--- src/rtl/nmt_pkg.sv ---
// Shared types, codes and helpers for the NAT mapping table.
package nmt_pkg;

   localparam int DEFAULT_TABLE_DEPTH = 64;

   localparam logic [2:0] REQ_OUTBOUND = 3'd0;
   localparam logic [2:0] REQ_INBOUND  = 3'd1;
   localparam logic [2:0] REQ_ADD_SRC  = 3'd2;
   localparam logic [2:0] REQ_ADD_DST  = 3'd3;
   localparam logic [2:0] REQ_TICK     = 3'd4;

   localparam logic [1:0] STATUS_OK   = 2'd0;
   localparam logic [1:0] STATUS_MISS = 2'd1;
   localparam logic [1:0] STATUS_FULL = 2'd2;

   localparam logic [2:0] CSR_GATEWAY_ADDR  = 3'd0;
   localparam logic [2:0] CSR_PORT_FIRST    = 3'd1;
   localparam logic [2:0] CSR_PORT_LAST     = 3'd2;
   localparam logic [2:0] CSR_TCP_TIMEOUT   = 3'd3;
   localparam logic [2:0] CSR_UDP_TIMEOUT   = 3'd4;
   localparam logic [2:0] CSR_OTHER_TIMEOUT = 3'd5;

   localparam logic [7:0] PROTO_TCP = 8'd6;
   localparam logic [7:0] PROTO_UDP = 8'd17;

   typedef enum logic [1:0] {
      FSM_IDLE,
      FSM_SCAN,
      FSM_FINISH
   } fsm_type;

   typedef struct packed {
      logic        valid;
      logic [2:0]  kind;
      logic [31:0] local_addr;
      logic [15:0] local_port;
      logic [31:0] public_addr;
      logic [15:0] public_port;
      logic [7:0]  protocol;
      logic        found;
      logic [31:0] hit_addr;
      logic [15:0] hit_port;
      logic        free_found;
      logic [6:0]  evict_cnt;
   } token_type;

   typedef struct packed {
      logic        en;
      logic        is_dest;
      logic [31:0] local_addr;
      logic [15:0] local_port;
      logic [31:0] public_addr;
      logic [15:0] public_port;
      logic [7:0]  protocol;
      logic [15:0] timeout;
   } fill_type;

   function automatic logic [15:0] timeout_sel(input logic [7:0] proto,
                                               input logic [15:0] tcp,
                                               input logic [15:0] udp,
                                               input logic [15:0] other);
      logic [15:0] t;
      if (proto == PROTO_TCP) t = tcp;
      else if (proto == PROTO_UDP) t = udp;
      else t = other;
      return t;
   endfunction

endpackage

--- src/rtl/nmt_cell.sv ---
// One table entry with its stage of the lookup token chain.
module nmt_cell
   import nmt_pkg::*;
#(
   parameter int TABLE_DEPTH = DEFAULT_TABLE_DEPTH,
   parameter int CELL_INDEX  = 0
) (
   input  logic                           clock,
   input  logic                           reset,
   input  logic [31:0]                    now_time,
   input  token_type                      tok_in,
   input  logic [$clog2(TABLE_DEPTH)-1:0] hit_idx_in,
   input  logic [$clog2(TABLE_DEPTH)-1:0] free_idx_in,
   input  fill_type                       fill,
   input  logic [$clog2(TABLE_DEPTH)-1:0] fill_idx,
   output token_type                      tok_out,
   output logic [$clog2(TABLE_DEPTH)-1:0] hit_idx_out,
   output logic [$clog2(TABLE_DEPTH)-1:0] free_idx_out
);

   localparam int IW = $clog2(TABLE_DEPTH);
   localparam logic [IW-1:0] MY_IDX = IW'(CELL_INDEX);

   logic        valid_ff;
   logic        is_dest_ff;
   logic [31:0] local_addr_ff;
   logic [15:0] local_port_ff;
   logic [31:0] public_addr_ff;
   logic [15:0] public_port_ff;
   logic [7:0]  protocol_ff;
   logic [31:0] last_active_ff;
   logic [15:0] timeout_ff;

   token_type     tok_ff, tok_in_next;
   logic [IW-1:0] hit_idx_ff, hit_idx_in_next;
   logic [IW-1:0] free_idx_ff, free_idx_in_next;

   logic        is_lookup, want_dest, key_match, hit, evict, fill_here;
   logic [31:0] idle_time;

   always_comb begin
      is_lookup = (tok_in.kind == REQ_OUTBOUND) || (tok_in.kind == REQ_INBOUND);
      want_dest = (tok_in.kind == REQ_INBOUND);
      key_match = want_dest ?
         (public_addr_ff == tok_in.public_addr && public_port_ff == tok_in.public_port) :
         (local_addr_ff == tok_in.local_addr && local_port_ff == tok_in.local_port);
      hit = tok_in.valid && is_lookup && !tok_in.found && valid_ff &&
            (is_dest_ff == want_dest) && (protocol_ff == tok_in.protocol) && key_match;
      idle_time = now_time - last_active_ff;
      evict = tok_in.valid && (tok_in.kind == REQ_TICK) && valid_ff &&
              (idle_time > {16'd0, timeout_ff});
      fill_here = fill.en && (fill_idx == MY_IDX);

      tok_in_next = tok_in;
      hit_idx_in_next = hit_idx_in;
      free_idx_in_next = free_idx_in;
      if (hit) begin
         tok_in_next.found = 1'b1;
         tok_in_next.hit_addr = want_dest ? local_addr_ff : public_addr_ff;
         tok_in_next.hit_port = want_dest ? local_port_ff : public_port_ff;
         hit_idx_in_next = MY_IDX;
      end
      if (tok_in.valid && !valid_ff && !tok_in.free_found) begin
         tok_in_next.free_found = 1'b1;
         free_idx_in_next = MY_IDX;
      end
      if (evict) begin
         tok_in_next.evict_cnt = tok_in.evict_cnt + 7'd1;
      end
   end

   always_ff @(posedge clock) begin
      if (reset) begin
         valid_ff <= 1'b0;
         tok_ff.valid <= 1'b0;
      end else begin
         if (fill_here) valid_ff <= 1'b1;
         else if (evict) valid_ff <= 1'b0;
         tok_ff <= tok_in_next;
      end
      hit_idx_ff <= hit_idx_in_next;
      free_idx_ff <= free_idx_in_next;
   end

   always_ff @(posedge clock) begin
      if (fill_here) begin
         is_dest_ff     <= fill.is_dest;
         local_addr_ff  <= fill.local_addr;
         local_port_ff  <= fill.local_port;
         public_addr_ff <= fill.public_addr;
         public_port_ff <= fill.public_port;
         protocol_ff    <= fill.protocol;
         timeout_ff     <= fill.timeout;
         last_active_ff <= now_time;
      end else if (hit) begin
         last_active_ff <= now_time;
      end
   end

   assign tok_out = tok_ff;
   assign hit_idx_out = hit_idx_ff;
   assign free_idx_out = free_idx_ff;

endmodule

--- config.mk ---
export PLATFORM = sky130hd
export DESIGN_NAME = nmt_cell
export DESIGN_NICKNAME = d
export VERILOG_FILES = /design/src/rtl/nmt_pkg.sv /design/src/rtl/nmt_cell.sv
export SDC_FILE = /design/constraint.sdc
export NUM_CORES = 1
export LEC_CHECK = 0
export ABC_CLOCK_PERIOD_IN_PS = 4800
export BUFFER_PORTS_ARGS = -buffer_cell sky130_fd_sc_hd__buf_4
export CORE_ASPECT_RATIO = 1.1
export CORE_MARGIN = 10
export CORE_UTILIZATION = 45
export CTS_CLUSTER_DIAMETER = 80
export DETAILED_ROUTE_END_ITERATION = 10
export PLACE_DENSITY = 0.74
export SLEW_MARGIN = 20
export SYNTH_ARGS = -nofsm -noshare
export SYNTH_HDL_FRONTEND = slang
export SYNTH_SLANG_ARGS = --single-unit
--- constraint.sdc ---
create_clock -name clock -period 4.8 [get_ports clock]
set_clock_uncertainty 0.05 [all_clocks]
set_input_delay 0.96 -clock clock [delete_from_list [all_inputs] [get_ports clock]]
set_output_delay 0.96 -clock clock [all_outputs]
set_load 0.02 [all_outputs]
# Yosys cells after proc, flatten, opt, wreduce, memory -nomap -nowiden
# Cells that the tools add are included.
[totals]
ff_bits = 331
input_bits = 339
output_inout_bits = 177
elab_cells = 65
[classes]
add_sub_neg = 2
magnitude_cmp = 1
eq_ne = 8
n_mux = 9
reduce_logical = 22
[ops]
columns = ["cell", "n"]
rows = [
  ["$mux 32", 3],
  ["$eq 32x32->1", 2],
  ["$mux 48", 1],
  ["$eq 16x16->1", 2],
  ["$gt 32x16->1", 1],
  ["$sub 32x32->32", 1],
  ["$mux 16", 1],
  ["$logic_and 1x1->1", 14],
  ["$eq 8x8->1", 1],
  ["$add 7x1->7 const B", 1],
  ["$mux 7", 1],
  ["$logic_not 6->1", 1],
  ["$reduce_bool 2->1", 2],
  ["$eq 3x1->1 const B", 1],
  ["$eq 3x3->1 const B", 1],
  ["$logic_not 1->1", 3],
  ["$logic_not 3->1", 1],
  ["$mux 1", 3],
  ["$eq 1x1->1", 1],
  ["$logic_or 1x1->1", 1],
]

# Depth between registers and ports, before layout
[logic_depth]
ltp_word = 10
mapped_depth = 20

# Worst setup path after synthesis
# No wires, ideal clock.
[synth_timing]
path_kind = "input to register"
from = "input reset"
to = "register tok_ff, in the netlist tok_out[0], enable pin"
t_arrival_ps = 4137
slack_ps = 97
stages = 1
cell_sequence = "inv_1"
[synth_rtl]
columns = ["item", "line", "text"]
rows = [
  ["start: declaration", "nmt_cell.sv:9", "input logic reset,"],
  ["end signal: assignment", "nmt_cell.sv:79", "tok_ff <= tok_in_next;"],
  ["end: declaration", "nmt_cell.sv:34", "token_type tok_ff, tok_in_next;"],
]
# No word-level cell between the ends.

==> impl_metrics.json <==
{
  "ys_async_sr_fraction_pct": 0,
  "setup_violations": 0,
  "period_needed_ns": 4.54,
  "final_hold_viol_count": 0,
  "postCtsSetupRepairBufs": 0,
  "syn-cell-area_sq_um": 14600,
  "io_pins": 516,
  "clkPwrFrac_pct": 37.0,
  "power_density_nw_per_um2": 336,
  "dr.pass1.iters": 5,
  "die-height_um": 209,
  "cellInternalPower_mw": 5.24,
  "worstPathRequired_ns": 5.01,
  "crit_type": "input port to flip-flop",
  "yosysWarnings": 0,
  "ys_types": 56,
  "cp-start-kind": "input port",
  "coreArea_sq_um": 32100,
  "post-dp-hpwl_um": 41200,
  "drt_iter0_drc": 693,
  "routed_wl_um": 50500,
  "synth-edff-count": 317,
  "numPortBuffers": 515,
  "synth_seq_area_share_pct": 67.2,
  "max_freq_ghz": 0.220,
  "grt_max_degree": 85,
  "ys_ff_latch": 331,
  "p_sw_share_pct": 23.5,
  "layout_commonest_cell": "buf_4",
  "wl_per_cell_um": 24.6,
  "mostFrequentLayoutCells": "buf_4 (555), edfxtp_1 (317), xnor2_1 (100)",
  "relSlewSlack_pct": 41.3,
  "die-area_sq_um": 40000,
  "nets": 1989,
  "hold_path.class": "flip-flop to flip-flop",
  "num_rows": 69,
  "power_frac_seq_pct": 48.9,
  "drv_slew": 0,
  "end_kind": "flip-flop",
  "worst_pin_slew_ns": 0.881,
  "outcome": "complete, no violations",
  "antenna_found_initial": 5,
  "ys.flop_type": "edfxtp_1",
  "antenna_left": 0,
  "drc": 0,
  "dp_cells": 1990,
  "die_x_um": 192,
  "initial_utilization_pct": 45.4,
  "grt_pass1_vias": 11037,
  "grt_pass1_wl_um": 70900,
  "cts_tree": "yes",
  "final_cells": 2054,
  "syn_inst": 1032,
  "cts_made_buffers": 35,
  "clock_path_buffers": 3,
  "crit_arrival_ns": 4.75,
  "p_comb_share_pct": 14.1,
  "grt_use_total_pct": 24.1,
  "path_max_fanout": 3,
  "cts_htree_levels": 2,
  "switching_power_mw": 1.61,
  "clk_pin_slew_ns": 0.06,
  "leakagePower_nw": 8.33,
  "cts_root_buffer": "clkbuf_16",
  "gp_congestion": 0.900,
  "ctsHoldBuffers": 0,
  "synthToLayoutAreaGrowth_pct": 39.9,
  "syn_avg_cell_area_sq_um": 14.1,
  "rsz0062_at_grt": "no",
  "clk_latency_ns": 0.52,
  "gr-total-overflow": 0,
  "vias": 10558,
  "cts.sinks": 331,
  "avgViaCountPerCell": 5.14,
  "cap_violations": 0,
  "final_core_util_pct": 63.5,
  "drive_above_1_share_pct": 38.2,
  "fin_crit_sh_pct": 94.6,
  "syn-num-nets": 1420,
  "ir_worst_vdd_uv": 283
}
[power groups by stage]
| stage | Combinational, mW | Clock [mW] | Sequential [mW] |
|---|---|---|---|
| after global routing | 1.03 | 2.71 | 3.36 |
| after detailed placement | 0.963 | 0 | 3.41 |
| after floorplan | 0.252 | 0 | 3.57 |
| after global placement | 0.953 | 0 | 3.40 |
| after CTS | 0.968 | 2.59 | 3.35 |
| final | 0.967 | 2.54 | 3.35 |
[sequential cells by signal, summed over array words and instances, names as in the netlist]
signal,count
last_active_ff,32
valid_ff,1
local_addr_ff,32
local_port_ff,16
protocol_ff,8
timeout_ff,16
free_idx_out,6
public_port_ff,16
public_addr_ff,32
tok_out,165
is_dest_ff,1
hit_idx_out,6
[critical path: stages]
cell and delay (ns):
buf_4 0.12, ha_1 0.30, a21o_1 0.18, a31o_1 0.21, nor2_2 0.13, o21ai_1 0.10
a21o_1 0.19, a21oi_1 0.17, xnor2_1 0.14, ha_1 0.26, a21o_1 0.16, a21o_1 0.18
a211oi_2 0.21, nor2_1 0.06, nor3_1 0.16, o21ai_1 0.12, nor4_1 0.25, buf_4 0.17
and4_4 0.24, nand2b_4 0.13, mux2_1 0.31
[path summary, 6_finish.rpt]
check                           slack, ns    endpoint              start  cells after the start
worst max-delay path                 0.26  tok_out[1]        now_time[4]                     21
worst min-delay path                 0.49    valid_ff           valid_ff                      1
worst max register to register       0.41  tok_out[1]  last_active_ff[1]                     21
worst min register to register       0.49    valid_ff           valid_ff                      1
[timing repair]
action,in CTS,in global routing
endpoints found under the hold margin,0,0
setup endpoints to repair,0,2
gates resized for setup,0,10
[synthesized netlist by cell type, drive strengths merged, types with 2 or more instances]
master / instances / area share [%]
ha: 48 / 4.1
a21o: 22 / 1.1
o21a: 4 / 0.21
nand4: 41 / 1.8
a21boi: 2 / 0.10
nor2: 77 / 2.0
xnor2: 100 / 6.0
nand2b: 7 / 0.35
and2: 3 / 0.15
xor2: 37 / 2.2
edfxtp: 317 / 65
nand3: 7 / 0.24
a41oi: 3 / 0.18
nor4: 13 / 0.56
nor4b: 2 / 0.12
a211oi: 4 / 0.21
nor2b: 18 / 0.77
a31o: 2 / 0.12
o2111ai: 3 / 0.18
dfxtp: 14 / 1.9
buf: 3 / 0.077
o21ai: 19 / 0.65
a31oi: 3 / 0.13
a21oi: 82 / 2.8
nor3: 11 / 0.38
o21bai: 3 / 0.15
or3: 3 / 0.13
clkbuf: 26 / 0.67
nand2: 29 / 0.75
o2111a: 2 / 0.15
o41ai: 3 / 0.31
inv: 53 / 1.4
o211ai: 3 / 0.15
mux2i: 51 / 3.5
[metrics by stage]
step | cell area, sq um | setup WS (ns) | TNS [ns] | power [mW] | hold WS, ns
finish | 20400 | 0.260 | 0 | 6.85 | 0.491
detailed placement | 19300 | -0.334 | -1.45 | 4.37 | 0.458
CTS | 20400 | 0.197 | 0 | 6.91 | 0.486
global placement | 19300 | -0.327 | -1.67 | 4.36 | 0.444
global route | 20400 | 0.0174 | 0 | 7.09 | 0.501
floorplan | 14600 | 0.0967 | 0 | 3.82 | 0.413
[layer usage]
metal	global-route usage, %	part of all wire [%]	vias to the layer above
met5	0	0.047	-
met4	9.63	3.8	4
met3	8.01	9.6	95
met2	41.7	50	460
met1	26.8	36	5021
li1	-	-	4978
[cells by family after synthesis]
logic type	after synthesis	share of synthesized area [%]
AND/OR/NAND/NOR	219	7.72
XOR/XNOR	137	8.23
flip-flops	331	67.2
adder cells (fa/ha/maj)	49	4.26
buffers and inverters	82	2.11
AO/OA/AOI/OAI	162	6.91
multiplexers	52	3.58
[layout make-up]
class | count | area [sq um]
clock buffers | 47 | 931
multi-input cells | 619 | 4510
repair buffers | 561 | 4290
well taps | 426 | 533
inverters | 53 | 209
flip-flops and latches | 331 | 9800
fillers | 2508 | 11700
diodes | 3 | 7.51
clock inverters | 14 | 121
No activity file was read; power rests on OpenSTA's default activity.
